File: src/rtl/core/vertex_position_dedup_table_top_assert.svh
// assertion macros for the vertex position dedup table
// no dependencies; expects clock and reset in the including module
`ifndef VERTEX_POSITION_DEDUP_TABLE_TOP_ASSERT_SVH
`define VERTEX_POSITION_DEDUP_TABLE_TOP_ASSERT_SVH
`ifndef SYNTH
`define VPDT_ASSERT_NOW(lbl, ante, cons, msg) \
   lbl: assert property (@(posedge clock) disable iff (reset) (ante) |-> (cons)) \
      else $error(msg);
`define VPDT_ASSERT_NEXT(lbl, ante, cons, msg) \
   lbl: assert property (@(posedge clock) disable iff (reset) (ante) |=> (cons)) \
      else $error(msg);
`else
`define VPDT_ASSERT_NOW(lbl, ante, cons, msg)
`define VPDT_ASSERT_NEXT(lbl, ante, cons, msg)
`endif
`endif

File: src/rtl/core/vpdt_pkg.sv
// shared constants, types and helpers of the vertex position dedup table
// no dependencies
package vpdt_pkg;
   localparam int POSITION_DEPTH = 1024;
   localparam int TABLE_SLOTS    = 2048;
   localparam int STAMP_BITS     = 16;
   localparam int POS_BITS       = $clog2(POSITION_DEPTH);
   localparam int CNT_BITS       = POS_BITS + 1;
   localparam int SLOT_BITS      = $clog2(TABLE_SLOTS);
   localparam int SLOT_CNT_BITS  = SLOT_BITS + 1;
   localparam int OUT_POS_BITS   = 10;
   localparam int KEY_BITS       = 64;
   localparam int WORD_BITS      = 32;
   localparam int NUM_WORDS      = 6;
   localparam int WORDS_BITS     = WORD_BITS * NUM_WORDS;
   localparam int ROW_BITS       = KEY_BITS + POS_BITS + STAMP_BITS;
   localparam int QUEUE_DEPTH    = 2;
   localparam int QPTR_BITS      = $clog2(QUEUE_DEPTH);
   localparam int QCNT_BITS      = QPTR_BITS + 1;
   localparam int MIX_SHIFT      = 33;
   localparam logic [63:0] MIX_MUL_A = 64'hff51afd7ed558ccd;
   localparam logic [63:0] MIX_MUL_B = 64'hc4ceb9fe1a85ec53;
   localparam logic [31:0] ABS_MASK  = 32'h7fffffff;
   localparam logic [31:0] INF_BITS  = 32'h7f800000;

   typedef struct packed {
      logic                  mode;
      logic [KEY_BITS-1:0]   key;
      logic [WORDS_BITS-1:0] words;
      logic [SLOT_BITS-1:0]  idx;
   } vpdt_item_type;

   typedef struct packed {
      logic pop;
      logic clearing;
   } vpdt_back_status_type;

   function automatic logic [63:0] mix_shift(input logic [63:0] k);
      return k ^ (k >> MIX_SHIFT);
   endfunction

   function automatic logic fp_eq(input logic [31:0] a, input logic [31:0] b);
      logic nan_a, nan_b;
      nan_a = (a & ABS_MASK) > INF_BITS;
      nan_b = (b & ABS_MASK) > INF_BITS;
      if (nan_a || nan_b) return 1'b0;
      if (((a | b) & ABS_MASK) == 32'h0) return 1'b1;
      return a == b;
   endfunction

   function automatic logic words_eq(input logic [WORDS_BITS-1:0] a,
                                     input logic [WORDS_BITS-1:0] b);
      logic eq;
      eq = 1'b1;
      for (int i = 0; i < NUM_WORDS; i++) begin
         eq = eq & fp_eq(a[i*WORD_BITS +: WORD_BITS], b[i*WORD_BITS +: WORD_BITS]);
      end
      return eq;
   endfunction
endpackage

File: src/rtl/core/vpdt_front.sv
// front end: takes request beats and hashes the nonzero identity of a lookup beat to a start slot
// depends on vpdt_pkg
module vpdt_front (
   input  logic                            clock,
   input  logic                            reset,
   input  logic                            req_valid,
   output logic                            req_stall,
   input  logic                            req_mode,
   input  logic [63:0]                     req_vertex_key,
   input  logic [vpdt_pkg::WORDS_BITS-1:0] req_words,
   input  logic                            q_full,
   output logic                            q_push,
   output vpdt_pkg::vpdt_item_type         q_item
);
   import vpdt_pkg::*;

   typedef enum logic [2:0] {
      F_IDLE = 3'b001,
      F_HASH = 3'b010,
      F_PUSH = 3'b100
   } front_state_type;

   front_state_type     state_ff, state_in;
   logic                mode_ff;
   logic [KEY_BITS-1:0] key_ff;
   logic [WORDS_BITS-1:0] words_ff;
   logic [63:0]         k_ff, acc_ff, prod_ff;
   logic [1:0]          step_ff;
   logic                round_ff;
   logic [63:0]         mul_const, sum;
   logic [31:0]         op_a, op_c;

   assign req_stall = (state_ff != F_IDLE);
   assign q_push    = (state_ff == F_PUSH) && !q_full;
   assign q_item    = '{mode: mode_ff, key: key_ff, words: words_ff,
                        idx: k_ff[SLOT_BITS-1:0]};

   assign mul_const = round_ff ? MIX_MUL_B : MIX_MUL_A;
   assign sum       = acc_ff + {prod_ff[31:0], 32'h0};

   always_comb begin
      case (step_ff)
         2'd0:    begin op_a = k_ff[31:0];  op_c = mul_const[31:0];  end
         2'd1:    begin op_a = k_ff[63:32]; op_c = mul_const[31:0];  end
         default: begin op_a = k_ff[31:0];  op_c = mul_const[63:32]; end
      endcase
   end

   always_comb begin
      state_in = state_ff;
      unique case (state_ff)
         F_IDLE: begin
            if (req_valid) begin
               state_in = (req_mode || req_vertex_key == '0) ? F_PUSH : F_HASH;
            end
         end
         F_HASH: begin
            if (step_ff == 2'd3 && round_ff) state_in = F_PUSH;
         end
         F_PUSH: begin
            if (!q_full) state_in = F_IDLE;
         end
         default: state_in = F_IDLE;
      endcase
   end

   always_ff @(posedge clock) begin
      if (reset) begin
         state_ff <= F_IDLE;
      end else begin
         state_ff <= state_in;
      end
   end

   always_ff @(posedge clock) begin
      if (state_ff == F_IDLE && req_valid) begin
         mode_ff  <= req_mode;
         key_ff   <= req_vertex_key;
         words_ff <= req_words;
         k_ff     <= mix_shift(req_vertex_key);
         step_ff  <= 2'd0;
         round_ff <= 1'b0;
      end else if (state_ff == F_HASH) begin
         prod_ff <= 64'(op_a * op_c);
         step_ff <= step_ff + 2'd1;
         case (step_ff)
            2'd1: acc_ff <= prod_ff;
            2'd2: acc_ff <= sum;
            2'd3: begin
               k_ff     <= mix_shift(sum);
               round_ff <= 1'b1;
            end
            default: acc_ff <= acc_ff;
         endcase
      end
   end
endmodule

File: config.mk
export PLATFORM = sky130hd
export DESIGN_NAME = vpdt_front
export DESIGN_NICKNAME = d
export VERILOG_FILES = /design/src/rtl/core/vertex_position_dedup_table_top_assert.svh /design/src/rtl/core/vpdt_pkg.sv /design/src/rtl/core/vpdt_front.sv
export SDC_FILE = /design/constraint.sdc
export NUM_CORES = 2
export LEC_CHECK = 0
export ABC_AREA = 1
export BUFFER_PORTS_ARGS = -buffer_cell sky130_fd_sc_hd__buf_4
export CAP_MARGIN = 25
export CORE_MARGIN = 2
export CORE_UTILIZATION = 60
export DETAILED_ROUTE_END_ITERATION = 6
export GPL_TIMING_DRIVEN = 0
export PLACE_DENSITY = 0.77
export SYNTH_ARGS = -nofsm -noshare
export SYNTH_HDL_FRONTEND = slang
export SYNTH_SLANG_ARGS = --single-unit
File: constraint.sdc
create_clock -name clock -period 12.8 [get_ports clock]
set_clock_uncertainty 0.05 [all_clocks]
set_input_delay 1.92 -clock clock [delete_from_list [all_inputs] [get_ports clock]]
set_output_delay 1.92 -clock clock [all_outputs]
set_load 0.01 [all_outputs]
==> results_dict.tcl <==
set metrics [dict create \
    die_w_um 293.1 \
    drc 0 \
    portBuffers 530 \
    ys_ff_latch 455 \
    slowest_delay_ns 0.91 \
    clkLatencyLatePin_ns 0.64 \
    ant_nets 0 \
    cts_buffer_depth 3 \
    rows 106 \
    groute.usage.overall_pct 44.54 \
    ioPinCount 531 \
    rsz0062_at_grt "false" \
    cp-start-kind "flip-flop" \
    cts_tree "done" \
    crit_required_ns 13.05 \
    synthCells 5384 \
    antenna_found_initial 12 \
    path_clk_slew_ns 0.07 \
    ys.flop_type "edfxtp_1" \
    holdCritPathClass "reg -> reg" \
    fin_nets 7398 \
    synth_top_area_share_pct 30.73 \
    slowest_stage "nor2_1" \
    final-max-slew-violation-count 0 \
    clock_sink_count 455 \
    initial_core_util_pct 60.31 \
    setup_viol_count_final 0 \
    reg2reg_depth 35 \
    yosys_warnings 0 \
    timing.reg2reg.setup_slack_ns 0.50 \
    endpoint_kind "flip-flop" \
    status "finished, final reports clean" \
    synth_cell_types 41 \
    grt-ovfl-total 0 \
    path_delay_family "adder cells" \
    worst-path-buf-inv 16 \
    worst_hold_slack_ns 0.4522 \
    cts_hold_buffers 0 \
    layoutNonFillerInstCount 7103 \
    layout-drive-gt1-share_pct 12.39 \
    netlist.top_cell.by_area "fa_1" \
    critPathKind "reg -> reg" \
    vias 40440 \
    drt_pass1_iterations 6 \
    yosysSeqAreaShare_pct 27.12 \
    timing.max_cap.violations 0 \
    ctsResizeCount 0 \
    dp_hpwl_um 161800 \
    critPathArrivalTime_ns 12.55 \
    fin_util_pct 69.05 \
    cts_buffers 47 \
    cp.depth 35 \
    max_freq_ghz 0.08127 \
    timing.final.crit_share_pct 96.13 \
    min_period_ns 12.30 \
    drtIter0Drc 4796 \
    routed_wl_um 188900 \
    post_drt_wl_per_cell_um 26.59 \
    clock-root-buffer "clkbuf_16" \
    grt_pass1_vias 39840 \
    area_delta_synth_final_pct 14.48 \
    die_h_um 293.1 \
    hold_viol 0 \
    placed_cells 7001 \
    design.core.area_um2 83160 \
    htree_levels 2 \
    final-seq-area_um2 13600 \
    worst_pin_slew_ns 1.118 \
    place.gp.congestion 1.058 \
    synth_area_um2 50160 \
    slew_headroom_pct 25.22 \
    post-cts-setup-buffers 0 \
    grt_max_degree 74 \
    synth_nets 6807 \
    yosysMostFrequentCell "inv_1" \
    synthArstFlopShare_pct 0 \
    avgSynthCellArea_um2 9.316 \
    min_path_cells 2 \
    vias_per_cell 5.693 \
    multi_input_area_um2 30780 \
    grt_pass1_wl_um 270200 \
    synth_edf_count 449 \
    cp_max_fo 10 \
    yosys-top-cells-count "inv_1, nand2_1, fa_1, nor2_1, edfxtp_1" \
    die_area_um2 85920 \
    synthTopCellsByArea "fa_1, edfxtp_1, inv_1, ha_1, nand2_1" \
    num-fill-cells 6714 \
]
logic make-up after synthesis:
kind of cell / synth area share, %
AND/OR/NAND/NOR: 13.52
other: 0.007477
XOR/XNOR: 2.602
flip-flops: 27.12
AO/OA/AOI/OAI: 4.700
adder cells (fa/ha/maj): 40.51
buffers and inverters: 11.54
per-stage QoR:
stage	area (um^2)	TNS, ns	setup WS (ns)
6_report	57420	0	0.4954
5_1_grt	57410	0	0.3342
2_1_floorplan	50160	0	2.480
3_5_place_dp	55650	0	0.6827
3_3_place_gp	55490	-7.748	-1.906
4_1_cts	57350	0	0.5100
flip-flops by register name (all words and copies together), names as in the netlist:
register and count:
prod_ff 64, key_ff 64, mode_ff 1, words_ff 192, acc_ff 64, round_ff 1, step_ff 2, k_ff 64
state_ff 3
final timing paths:
kind,from,end
setup / recovery,step_ff[1],prod_ff[28]
hold / removal,prod_ff[50],acc_ff[50]
setup reg to reg,step_ff[1],prod_ff[28]
hold reg to reg,prod_ff[50],acc_ff[50]
metal layers:
layer	track usage (%)	part of all wire, %	vias up
met3	11.66	12	532
met4	25.77	7.0	6
met2	66.70	44	2579
met5	0	0.023	-
li1	-	-	17480
met1	59.02	38	19840
cell type report:
type / instances / share of cell area [%]
diodes: 9 / 0.03922
clock buffers: 52 / 2.081
multi-input cells: 3424 / 53.60
well taps: 1080 / 2.353
inverters: 1401 / 9.158
repair buffers: 542 / 7.267
clock inverters: 36 / 0.8760
plain buffers: 104 / 0.9304
flip-flops and latches: 455 / 23.69
placed cells by master, fill, tap and decap left out, types with 27 or more instances in the layout:
master / count
edfxtp_1: 449
clkbuf_1: 60
xnor2_1: 44
fa_1: 770
nor2_1: 537
nand2_1: 911
o21ai_0: 198
nand3_1: 130
buf_4: 554
xor2_1: 105
ha_1: 392
clkbuf_16: 47
a21oi_1: 113
o21bai_1: 45
inv_2: 27
inv_1: 1365
tightest hold or removal path, cell delays in order (launching register included):
cell and delay [ns]:
edfxtp_1 0.32, nand2_1 0.06, o21ai_0 0.06
Power is not shown: default switching activity piles up to over one toggle a cycle in this logic, so the estimate is an artifact.
