<file path="config.mk">
export PLATFORM = sky130hd
export DESIGN_NAME = vpdt_queue
export DESIGN_NICKNAME = d
export VERILOG_FILES = /design/src/rtl/core/vertex_position_dedup_table_top_assert.svh /design/src/rtl/core/vpdt_pkg.sv /design/src/rtl/core/vpdt_queue.sv
export SDC_FILE = /design/constraint.sdc
export NUM_CORES = 1
export LEC_CHECK = 0
export BUFFER_PORTS_ARGS = -buffer_cell sky130_fd_sc_hd__clkbuf_2
export CAP_MARGIN = 20
export CELL_PAD_IN_SITES_DETAIL_PLACEMENT = 1
export CELL_PAD_IN_SITES_GLOBAL_PLACEMENT = 1
export CORE_ASPECT_RATIO = 1.1
export CORE_MARGIN = 4
export CORE_UTILIZATION = 40
export DETAILED_ROUTE_END_ITERATION = 12
export GPL_ROUTABILITY_DRIVEN = 0
export HOLD_SLACK_MARGIN = 0.1
export MAX_ROUTING_LAYER = met4
export PLACE_DENSITY_LB_ADDON = 0.1
export SLEW_MARGIN = 10
export SYNTH_ARGS = -nofsm -noshare
export SYNTH_HDL_FRONTEND = slang
export SYNTH_SLANG_ARGS = --single-unit
</file>
<file path="constraint.sdc">
create_clock -name clock -period 13.2 [get_ports clock]
set_input_delay 1.98 -clock clock [delete_from_list [all_inputs] [get_ports clock]]
set_output_delay 1.98 -clock clock [all_outputs]
set_load 0.01 [all_outputs]
</file>
<file path="src/rtl/core/vertex_position_dedup_table_top_assert.svh">
// assertion macros for the vertex position dedup table
// no dependencies; expects clock and reset in the including module
`ifndef VERTEX_POSITION_DEDUP_TABLE_TOP_ASSERT_SVH
`define VERTEX_POSITION_DEDUP_TABLE_TOP_ASSERT_SVH
`ifndef SYNTH
`define VPDT_ASSERT_NOW(lbl, ante, cons, msg) \
   lbl: assert property (@(posedge clock) disable iff (reset) (ante) |-> (cons)) \
      else $error(msg);
`define VPDT_ASSERT_NEXT(lbl, ante, cons, msg) \
   lbl: assert property (@(posedge clock) disable iff (reset) (ante) |=> (cons)) \
      else $error(msg);
`else
`define VPDT_ASSERT_NOW(lbl, ante, cons, msg)
`define VPDT_ASSERT_NEXT(lbl, ante, cons, msg)
`endif
`endif

</file>
<file path="src/rtl/core/vpdt_pkg.sv">
// shared constants, types and helpers of the vertex position dedup table
// no dependencies
package vpdt_pkg;
   localparam int POSITION_DEPTH = 1024;
   localparam int TABLE_SLOTS    = 2048;
   localparam int STAMP_BITS     = 16;
   localparam int POS_BITS       = $clog2(POSITION_DEPTH);
   localparam int CNT_BITS       = POS_BITS + 1;
   localparam int SLOT_BITS      = $clog2(TABLE_SLOTS);
   localparam int SLOT_CNT_BITS  = SLOT_BITS + 1;
   localparam int OUT_POS_BITS   = 10;
   localparam int KEY_BITS       = 64;
   localparam int WORD_BITS      = 32;
   localparam int NUM_WORDS      = 6;
   localparam int WORDS_BITS     = WORD_BITS * NUM_WORDS;
   localparam int ROW_BITS       = KEY_BITS + POS_BITS + STAMP_BITS;
   localparam int QUEUE_DEPTH    = 2;
   localparam int QPTR_BITS      = $clog2(QUEUE_DEPTH);
   localparam int QCNT_BITS      = QPTR_BITS + 1;
   localparam int MIX_SHIFT      = 33;
   localparam logic [63:0] MIX_MUL_A = 64'hff51afd7ed558ccd;
   localparam logic [63:0] MIX_MUL_B = 64'hc4ceb9fe1a85ec53;
   localparam logic [31:0] ABS_MASK  = 32'h7fffffff;
   localparam logic [31:0] INF_BITS  = 32'h7f800000;

   typedef struct packed {
      logic                  mode;
      logic [KEY_BITS-1:0]   key;
      logic [WORDS_BITS-1:0] words;
      logic [SLOT_BITS-1:0]  idx;
   } vpdt_item_type;

   typedef struct packed {
      logic pop;
      logic clearing;
   } vpdt_back_status_type;

   function automatic logic [63:0] mix_shift(input logic [63:0] k);
      return k ^ (k >> MIX_SHIFT);
   endfunction

   function automatic logic fp_eq(input logic [31:0] a, input logic [31:0] b);
      logic nan_a, nan_b;
      nan_a = (a & ABS_MASK) > INF_BITS;
      nan_b = (b & ABS_MASK) > INF_BITS;
      if (nan_a || nan_b) return 1'b0;
      if (((a | b) & ABS_MASK) == 32'h0) return 1'b1;
      return a == b;
   endfunction

   function automatic logic words_eq(input logic [WORDS_BITS-1:0] a,
                                     input logic [WORDS_BITS-1:0] b);
      logic eq;
      eq = 1'b1;
      for (int i = 0; i < NUM_WORDS; i++) begin
         eq = eq & fp_eq(a[i*WORD_BITS +: WORD_BITS], b[i*WORD_BITS +: WORD_BITS]);
      end
      return eq;
   endfunction
endpackage

</file>
<file path="src/rtl/core/vpdt_queue.sv">
// two entry queue between front and back end
// depends on vpdt_pkg
module vpdt_queue (
   input  logic                    clock,
   input  logic                    reset,
   input  logic                    push,
   input  vpdt_pkg::vpdt_item_type push_item,
   output logic                    full,
   input  logic                    pop,
   output logic                    head_valid,
   output vpdt_pkg::vpdt_item_type head_item
);
   import vpdt_pkg::*;

   vpdt_item_type        mem_ff [QUEUE_DEPTH];
   logic [QPTR_BITS-1:0] wr_ptr_ff, rd_ptr_ff;
   logic [QCNT_BITS-1:0] cnt_ff;

   assign full       = (cnt_ff == QCNT_BITS'(QUEUE_DEPTH));
   assign head_valid = (cnt_ff != '0);
   assign head_item  = mem_ff[rd_ptr_ff];

   always_ff @(posedge clock) begin
      if (reset) begin
         wr_ptr_ff <= '0;
         rd_ptr_ff <= '0;
         cnt_ff    <= '0;
      end else begin
         if (push) wr_ptr_ff <= wr_ptr_ff + 1'b1;
         if (pop)  rd_ptr_ff <= rd_ptr_ff + 1'b1;
         cnt_ff <= cnt_ff + QCNT_BITS'(push) - QCNT_BITS'(pop);
      end
   end

   always_ff @(posedge clock) begin
      if (push) mem_ff[wr_ptr_ff] <= push_item;
   end
endmodule

</file>
==> impl_metrics.csv, run 1 <==
group,metric,value,unit
floorplan,fp.dieArea,54680,um^2
clocking,clk_pin_slew,0.06,ns
global_routing,met2_usage,30.75,%
floorplan,initial_core_util,40.60,%
drt,drc_errors,0,
worst_hold_path,min-delay-path-class,"reg2reg",
global_routing,grt_busiest_layer,"met2",
drt,viasPerCell,4.690,
sta,hold_ws,0.5279,ns
global_routing,antenna_found_initial,15,
layout,layoutNonFillerInstCount,2155,
logic_synthesis,ys_warn_count,0,
layout,final_cell_mix,"541 x clkbuf_2, 536 x edfxtp_1, 201 x mux2_4, 67 x mux2_2, 57 x clkbuf_16",
run,drv_cap,0,
drt,vias,10106,
logic_synthesis,syn_inst,855,
clocking,postCtsHoldBufs,0,
sta,min_period,6.285,ns
setup_path,critPathLaunchType,"flip-flop",
placement,dp.cells,2038,
setup_path,required,11.22,ns
sta,rsz0062_at_grt,"false",
global_routing,grt_use_met3,6.518,%
power_and_ir_drop,cellLeakagePower,10.07,nW
global_routing,grtUsageTotal,18.29,%
global_routing,grt_first_pass_wirelength,71.83,mm
floorplan,rows,86,
global_routing,grt-ovfl-total,0,
layout,final_common_cell,"clkbuf_2",
clocking,h-tree-depth,2,
sta,fmax,0.1591,GHz
global_routing,grt_max_degree,79,
drt,drt-wirelength-per-cell,23.34,um
sta,hold_viol_final,0,
power_and_ir_drop,ir_worst_vdd,114.2,uV
clocking,cts_tree,"yes",
worst_hold_path,min_from,"rd_ptr_ff$_SDFFE_PP0P_",
sta,skew,0.007685,ns
floorplan,core,50250,um^2
logic_synthesis,syn_nets,1129,
setup_path,end_kind,"output pin",
setup_path,path_class,"reg2out",
layout,final_layout_size_suffix_gt1_share,61.03,%
logic_synthesis,ys_seq_area_share,79.39,%
floorplan,die_w,223.3,um
sta,relSlewSlack,28.19,%
drt,first_pass_iters,4,
clocking,max-clock-path-buffers,3,
sta,setup_viol_count_final,0,
global_routing,grt_pass1_vias,10885,
clocking,cts_buffers,54,
clocking,cts_resized,0,
setup_path,rrSetupSlack,10.07,ns
global_routing,grtUsageMet1,20.48,%
sta,drv_slew,0,
floorplan,dieHeight,244.9,um
clocking,cts.sinks,541,
drt,drt_iter0_drc,589,
logic_synthesis,syn-cell-area,20400,um^2
setup_path,r2r_start,"wr_ptr_ff$_SDFFE_PP0P_",
drt,ant_nets,0,
layout,n_fill_cell,4731,
logic_synthesis,synth-seq-cells,541,
sta,fin_setup_tns,0,ns
logic_synthesis,syn_avg_cell_area,23.86,um^2
floorplan,io_pins,542,
status,outcome,"complete, no violations",
layout,nNetsFinal,1710,
power_and_ir_drop,p_total,4.017,mW
logic_synthesis,synth_cell_types,14,
clocking,postCtsSetupBuffers,0,
setup_path,arrival,4.31,ns
power_and_ir_drop,p_per_area,157.2,nW/um^2
layout,area_growth,25.27,%
sta,tightest_slew,1.077,ns
placement,port-buffer-count,541,
clocking,cts_root_buf,"clkbuf_16",
drt,wl,50.31,mm
layout,multi_input_area,3894,um^2
setup_path,path_max_fanout,57,
layout,seqCellArea,16200,um^2
clocking,insertion_delay,0.58,ns
sta,period_share,47.62,%
placement,place_hpwl,36.44,mm
[cell usage after synthesis]
cell type,number,area (um^2)
and2_1,1,6.260
nor2_1,4,15.01
buf_6,26,292.8
inv_1,2,7.510
buf_2,4,20.02
mux2_2,67,754.5
xnor2_1,2,17.52
mux2_4,201,3018
dfxtp_1,5,100.1
ha_1,2,25.02
xnor3_1,1,22.52
nor2b_1,3,18.77
edfxtp_1,536,16100
or2_2,1,6.260
[layer usage]
| layer | vias to the layer above | share of wire (%) |
|---|---|---|
| li1 | 4597 | - |
| met2 | 374 | 52 |
| met3 | 80 | 8.4 |
| met4 | 0 | 2.8 |
| met5 | - | 0 |
| met1 | 5055 | 37 |
[cells by family (layout without fill, tap and decap cells)]
family                   after synthesis  count (layout)  synth area share (%)
flip-flops                           541             541                 79.39
AND/OR/NAND/NOR                        9               9                0.2270
other                                  0              17                     0
multiplexers                         268             268                 18.49
adder cells (fa/ha/maj)                2               2                0.1226
buffers and inverters                 32             655                 1.570
XOR/XNOR                               3               3                0.1963
[stage by stage]
stage / util (%) / setup WS, ns / area (um^2)
4_1_cts: 50.66 / 6.764 / 25460
5_1_grt: 50.84 / 6.627 / 25550
3_3_place_gp: 47.21 / 7.449 / 23720
2_1_floorplan: - / 3.804 / 20400
3_5_place_dp: 47.21 / 7.400 / 23720
6_report: 50.85 / 6.915 / 25550
[layout make-up]
type	instances	area share [%]
diodes	17	0.1665
clock buffers	74	5.831
clock inverters	24	0.9499
inverters	2	0.02938
multi-input cells	282	15.24
flip-flops and latches	541	63.39
well taps	660	3.231
repair buffers	555	11.16
[final timing paths]
check	endpoint	depth (start not counted)
worst max-delay path	head_item[145]	5
worst min-delay path	flip-flop	2
worst max register to register	mem_ff[1][140]$_DFFE_PP_	4
worst min register to register	flip-flop	2
[registers in the layout, summed over array words and instances, names as in the netlist, named ones only]
name	count
mem_ff	536
rd_ptr_ff	1
cnt_ff	2
wr_ptr_ff	1
[worst max-delay path, cell delays in order, from the launching register on]
cell and delay [ns]:
dfxtp_4 0.54, buf_4 0.75, buf_4 0.92, buf_4 0.91
mux2_4 0.35, clkbuf_2 0.13
[report_power, final]
group,switching (mW),internal (mW),leakage (nW)
Sequential,0.0293,2.01,5.07
Clock,0.615,0.884,0.846
Combinational,0.250,0.230,4.16
Power figures use the tool's default switching activity.
==> run 2, diff against run 1 <==
clock period = 5.5 ns   (was 13.2 ns; I/O delays follow)
==> run 2 against run 1 <==
Hold slack got worse by 0.10 ns. Critical endpoint is now head_item[241]. Largest cell class unchanged. Sequential power rose by 140%. Non-clock buffer count shrank 3. Via count decreased by 0.32%. Setup slack got worse by 4.9 ns. Combinational power is 140% higher. Final cell count decreased by 0.32%. First-iteration DRC count is 6.5% lower.
==> impl_metrics.csv, run 2 (same netlist as run 1, synthesis figures left out) <==
group,metric,value,unit
drt,drt-wirelength-per-cell,22.77,um
drt,wl,48.91,mm
sta,drv_slew,0,
setup_path,max_stage_delay,0.93,ns
sta,skew,0.01027,ns
setup_path,arrival,2.64,ns
layout,seqCellArea,16200,um^2
layout,top_register,"mem_ff",
setup_path,cp_slowest_cell,"dfxtp_4",
sta,fmax,0.2885,GHz
floorplan,io_pins,542,
setup_path,r2r_start,"wr_ptr_ff$_SDFFE_PP0P_",
setup_path,path_class,"reg2out",
worst_hold_path,min-delay-path-class,"in2reg",
drt,drt_iter0_drc,551,
setup_path,path_cells,"buf_12 -> mux2_2 -> clkbuf_2",
drt,drc_errors,0,
layout,final_layout_size_suffix_gt1_share,60.61,%
layout,multi_input_area,3894,um^2
sta,min_period,3.467,ns
clocking,max-clock-path-buffers,3,
clocking,insertion_delay,0.59,ns
global_routing,grt_pass1_vias,11237,
setup_path,critPathLaunchType,"flip-flop",
global_routing,grtUsageTotal,17.84,%
placement,place_hpwl,34.08,mm
global_routing,grt_busiest_layer,"met2",
sta,setup_viol_count_final,0,
clocking,cts_resized,0,
sta,period_share,63.03,%
sta,relSlewSlack,39.61,%
global_routing,grt_max_degree,143,
layout,nNetsFinal,1707,
setup_path,r2r-end,"mem_ff[1][138]$_DFFE_PP_",
global_routing,antenna_found_initial,12,
worst_hold_path,worstHoldEndpoint,"mem_ff[1][151]$_DFFE_PP_",
clocking,cts.sinks,541,
placement,dp_slack,2.567,ns
run,drv_cap,0,
clocking,postCtsSetupBuffers,0,
setup_path,reg2reg_depth,2,
layout,n_fill_cell,4720,
clocking,h-tree-depth,2,
power_and_ir_drop,ir_worst_vdd,268.9,uV
worst_hold_path,hold-path-cell-count,1,
floorplan,fp.dieArea,54680,um^2
sta,fin_setup_tns,0,ns
layout,area_growth,24.87,%
floorplan,core,50250,um^2
sta,tightest_slew,0.9059,ns
clocking,cts_root_buf,"clkbuf_16",
setup_path,path_max_fanout,76,
sta,rsz0062_at_grt,"false",
setup_path,rrSetupSlack,3.34,ns
sta,hold_viol_final,0,
layout,largest_reg_flops,536,
drt,vias,10074,
status,outcome,"complete, no violations",
layout,top_regs,"mem_ff (536), cnt_ff (2)",
clocking,cts_buffers,54,
clocking,cts_tree,"yes",
global_routing,met2_usage,29.62,%
power_and_ir_drop,cellLeakagePower,10.03,nW
worst_hold_path,min_from,"push_item[151]",
global_routing,grt-ovfl-total,0,
setup_path,end_kind,"output pin",
floorplan,initial_core_util,40.60,%
drt,ant_nets,0,
layout,final_cell_mix,"541 x clkbuf_2, 536 x edfxtp_1, 201 x mux2_4, 67 x mux2_2, 57 x clkbuf_16",
drt,viasPerCell,4.690,
sta,fin_ws,2.033,ns
sta,hold_ws,0.4246,ns
drt,first_pass_iters,4,
global_routing,grt_first_pass_wirelength,71.00,mm
layout,final_common_cell,"clkbuf_2",
clocking,postCtsHoldBufs,0,
floorplan,rows,86,
global_routing,grtUsageMet1,20.03,%
clocking,clk_pin_slew,0.06,ns
floorplan,dieHeight,244.9,um
floorplan,die_w,223.3,um
power_and_ir_drop,p_per_area,372.4,nW/um^2
setup_path,required,4.68,ns
placement,port-buffer-count,541,
global_routing,grt_use_met3,6.650,%
## run 2: through the flow
| step | std cells | total power [mW] | instance area [um^2] | util, % |
|---|---|---|---|---|
| 6_report | 2148 | 9.486 | 25470 | 50.69 |
| 3_5_place_dp | 2037 | 6.159 | 23790 | 47.35 |
| 5_1_grt | 2147 | 9.903 | 25470 | 50.69 |
| 4_1_cts | 2135 | 9.635 | 25440 | 50.63 |
| 3_3_place_gp | 2037 | 6.135 | 23790 | 47.35 |
| 2_1_floorplan | 855 | 5.678 | 20410 | - |
## run 2: worst max-delay path by stage
stage                             endpoint  slack, ns  depth (start not counted)      start
floorplan           mem_ff[0][0]$_DFFE_PP_       0.23                          1       push
global placement            head_item[267]       2.58                          3  flip-flop
detailed placement          head_item[241]       2.57                          3  flip-flop
CTS                         head_item[241]       1.91                          3  flip-flop
global route                head_item[241]       1.84                          3  flip-flop
finish                      head_item[241]       2.03                          3  flip-flop
## run 2: metal layers
metal	up-vias	wire [um]
li1	4586	-
met1	5032	18000
met2	371	24850
met3	85	4370
met4	0	1686
met5	-	0
## run 2: critical path, delay by kind of cell (launching register included)
| family | cells | cell delay (ns) |
|---|---|---|
| muxes | 1 | 0.41 |
| DFF | 1 | 0.93 |
| buffers and inverters | 2 | 0.65 |
## run 2: cell type report
cell class | instances | area share [%]
Antenna cell | 13 | 0.1277
Clock buffer | 72 | 5.821
Clock inverter | 26 | 0.6533
Inverter | 2 | 0.02947
Multi-Input combinational cell | 282 | 15.29
Sequential cell | 541 | 63.59
Tap cell | 660 | 3.242
Timing Repair Buffer | 552 | 11.25
## run 2: report_power, final
part,internal (mW),switching [mW],leakage (nW)
logic,0.551,0.593,4.15
clock network,1.97,1.47,0.808
registers,4.82,0.0776,5.07
total,7.34,2.14,10.0
==> run 3, diff against run 2 <==
ABC_AREA = 1   (was unset)
CORE_UTILIZATION = 45   (was 40)
clock period = 3.6 ns   (was 5.5 ns; I/O delays follow)
==> run 3 against run 2 <==
Setup slack worse by 1.1 ns. Critical path depth unchanged. First-iteration DRC count grew 7.1%. Sequential share of layout area down 0.48 points. Wire length is 1.8% higher. Global-route usage is 2.5 points higher. Power rose by 50%. Sequential cell count is the same. Clock power grew 48%.
==> impl_metrics.csv, run 3 <==
group,metric,value,unit
global_routing,grtUsageTotal,20.36,%
logic_synthesis,syn_inst,865,
logic_synthesis,synthTopCellsByCount,"536 x edfxtp_1, 201 x mux2_4, 67 x mux2_2",
setup_path,path_max_fanout,45,
sta,fin_setup_tns,0,ns
logic_synthesis,synth_top_area_share,78.88,%
floorplan,io_pins,542,
clocking,insertion_delay,0.59,ns
clocking,cts_tree,"yes",
logic_synthesis,muxShareOfSynthArea,18.49,%
logic_synthesis,synth-edff-count,536,
clocking,clk_pin_slew,0.06,ns
sta,rsz0062_at_grt,"false",
global_routing,grt_first_pass_wirelength,71.69,mm
placement,place_hpwl,35.73,mm
layout,layoutNonFillerInstCount,2098,
global_routing,antenna_found_initial,15,
global_routing,grt_pass1_vias,11310,
setup_path,cp.buffers_inverters,2,
logic_synthesis,syn_avg_cell_area,23.59,um^2
logic_synthesis,synth_adder_area_share,0.1226,%
logic_synthesis,ys_seq_area_share,79.37,%
sta,fin_ws,0.8998,ns
drt,drt_iter0_drc,590,
logic_synthesis,syn-cell-area,20400,um^2
power_and_ir_drop,combPwrFrac,12.1,%
sta,hold_viol_final,0,
drt,viasPerCell,4.913,
logic_synthesis,syn_nets,1139,
drt,vias,10307,
placement,dp_slack,1.364,ns
layout,final_common_cell,"clkbuf_2",
sta,min_period,2.700,ns
layout,top_regs,"mem_ff (536), cnt_ff (2)",
setup_path,path_class,"reg2out",
setup_path,cp_top_family,"flip-flops",
layout,nNetsFinal,1739,
logic_synthesis,synth-seq-cells,541,
setup_path,path_cells,"buf_12 -> mux2_2 -> clkbuf_2",
logic_synthesis,synth_cell_types,14,
layout,area_growth,25.79,%
sta,period_share,75.00,%
sta,tightest_slew,0.6041,ns
logic_synthesis,async_flop_share,0,%
floorplan,die_w,211.0,um
logic_synthesis,ys_warn_count,0,
setup_path,end_kind,"output pin",
layout,final_layout_size_suffix_gt1_share,60.03,%
floorplan,core,44690,um^2
clocking,cts_root_buf,"clkbuf_16",
setup_path,max_stage_delay,0.65,ns
power_and_ir_drop,p_total,14.22,mW
global_routing,grt_max_degree,71,
power_and_ir_drop,p_int,11.02,mW
clocking,max-clock-path-buffers,3,
clocking,cts.sinks,541,
drt,first_pass_iters,4,
drt,drt-wirelength-per-cell,23.73,um
setup_path,arrival,2.16,ns
clocking,cts_resized,0,
setup_path,cp_slowest_cell,"dfxtp_4",
sta,drv_slew,0,
clocking,postCtsHoldBufs,13,
logic_synthesis,synth_largest_area_cell,"edfxtp_1",
logic_synthesis,yosysMostFrequentCell,"edfxtp_1",
clocking,h-tree-depth,2,
run,drv_cap,0,
power_and_ir_drop,cellLeakagePower,10.15,nW
drt,drc_errors,0,
sta,setup_viol_count_final,0,
power_and_ir_drop,p_per_area,553.9,nW/um^2
logic_synthesis,synth_xor_area_share,0.04292,%
setup_path,critPathLaunchType,"flip-flop",
global_routing,grt-ovfl-total,0,
layout,final_cell_mix,"541 x clkbuf_2, 536 x edfxtp_1, 201 x mux2_4, 67 x mux2_2, 55 x clkbuf_16",
sta,fmax,0.3703,GHz
sta,relSlewSlack,59.63,%
floorplan,fp.dieArea,48820,um^2
power_and_ir_drop,clkPwrFrac,35.9,%
floorplan,initial_core_util,45.65,%
logic_synthesis,yosys.area_share.simple,0.2698,%
logic_synthesis,synth_compound_area_share,0.02453,%
power_and_ir_drop,power_switching,3.192,mW
logic_synthesis,synthFlopType,"edfxtp_1",
clocking,cts_buffers,53,
worst_hold_path,min-delay-path-class,"in2reg",
drt,ant_nets,0,
layout,largest_reg_flops,536,
placement,port-buffer-count,541,
logic_synthesis,synth.area.top_cells,"edfxtp_1 79%, mux2_4 15%, mux2_2 3.7%",
drt,wl,49.78,mm
setup_path,required,3.06,ns
placement,dp.cells,1978,
floorplan,rows,81,
sta,skew,0.01747,ns
layout,top_register,"mem_ff",
power_and_ir_drop,switching_share,22.45,%
floorplan,dieHeight,231.3,um
logic_synthesis,synth_top_family_by_area,"multiplexers",
power_and_ir_drop,ir_worst_vdd,406.2,uV
status,outcome,"complete, no violations",
power_and_ir_drop,pwr-share-seq,52.0,%
clocking,postCtsSetupBuffers,0,
run 3: power groups by stage:
stage          sequential (mW)  clock (mW)  combinational, mW
6_report                  7.40        5.10               1.72
5_1_grt                   7.43        5.54               1.84
4_1_cts                   7.40        5.26               1.76
3_5_place_dp              7.53           0               1.74
3_3_place_gp              7.51           0               1.72
2_1_floorplan             7.54           0               1.01
run 3: layout make-up:
cell class / count / area [um^2]
Fill cell: 4099 / 19030
Antenna cell: 16 / 40.04
Clock inverter: 16 / 70.07
Inverter: 8 / 46.29
Sequential cell: 541 / 16200
Tap cell: 581 / 726.9
Timing Repair Buffer: 575 / 3183
Clock buffer: 75 / 1511
Multi-Input combinational cell: 286 / 3890
run 3: logic make-up after synthesis:
| logic type | count (synthesis) |
|---|---|
| simple gates | 14 |
| fa+ha+maj | 2 |
| flops | 541 |
| xor+xnor | 1 |
| buf+inv | 38 |
| compound gates | 1 |
| mux | 268 |
run 3: final timing paths:
check                         startpoint                  endpoint  slack [ns]  cells past startpoint
setup / recovery               flip-flop            head_item[256]        0.90                      3
hold / removal            push_item[120]  mem_ff[1][120]$_DFFE_PP_        0.14                      1
setup reg to reg  wr_ptr_ff$_SDFFE_PP0P_  mem_ff[1][262]$_DFFE_PP_        1.82                      3
hold reg to reg   rd_ptr_ff$_SDFFE_PP0P_    rd_ptr_ff$_SDFFE_PP0P_        0.53                      2
run 3: per-layer routing:
metal  vias up  GRT usage (%)  share of wire, %
met2       394          33.58                51
met4         0          5.755               2.5
met5         -              -                 0
met1      5180          22.65                36
met3        73          8.908                11
li1       4660              -                 -
run 3: stage by stage:
step	hold WS [ns]	utilization [%]	cell area [um^2]
floorplan	0.4799	-	20440
global placement	0.4972	53.51	23920
detailed placement	0.5268	53.51	23920
CTS	0.1005	57.34	25630
global route	0.1048	57.42	25660
finish	0.1423	57.43	25670
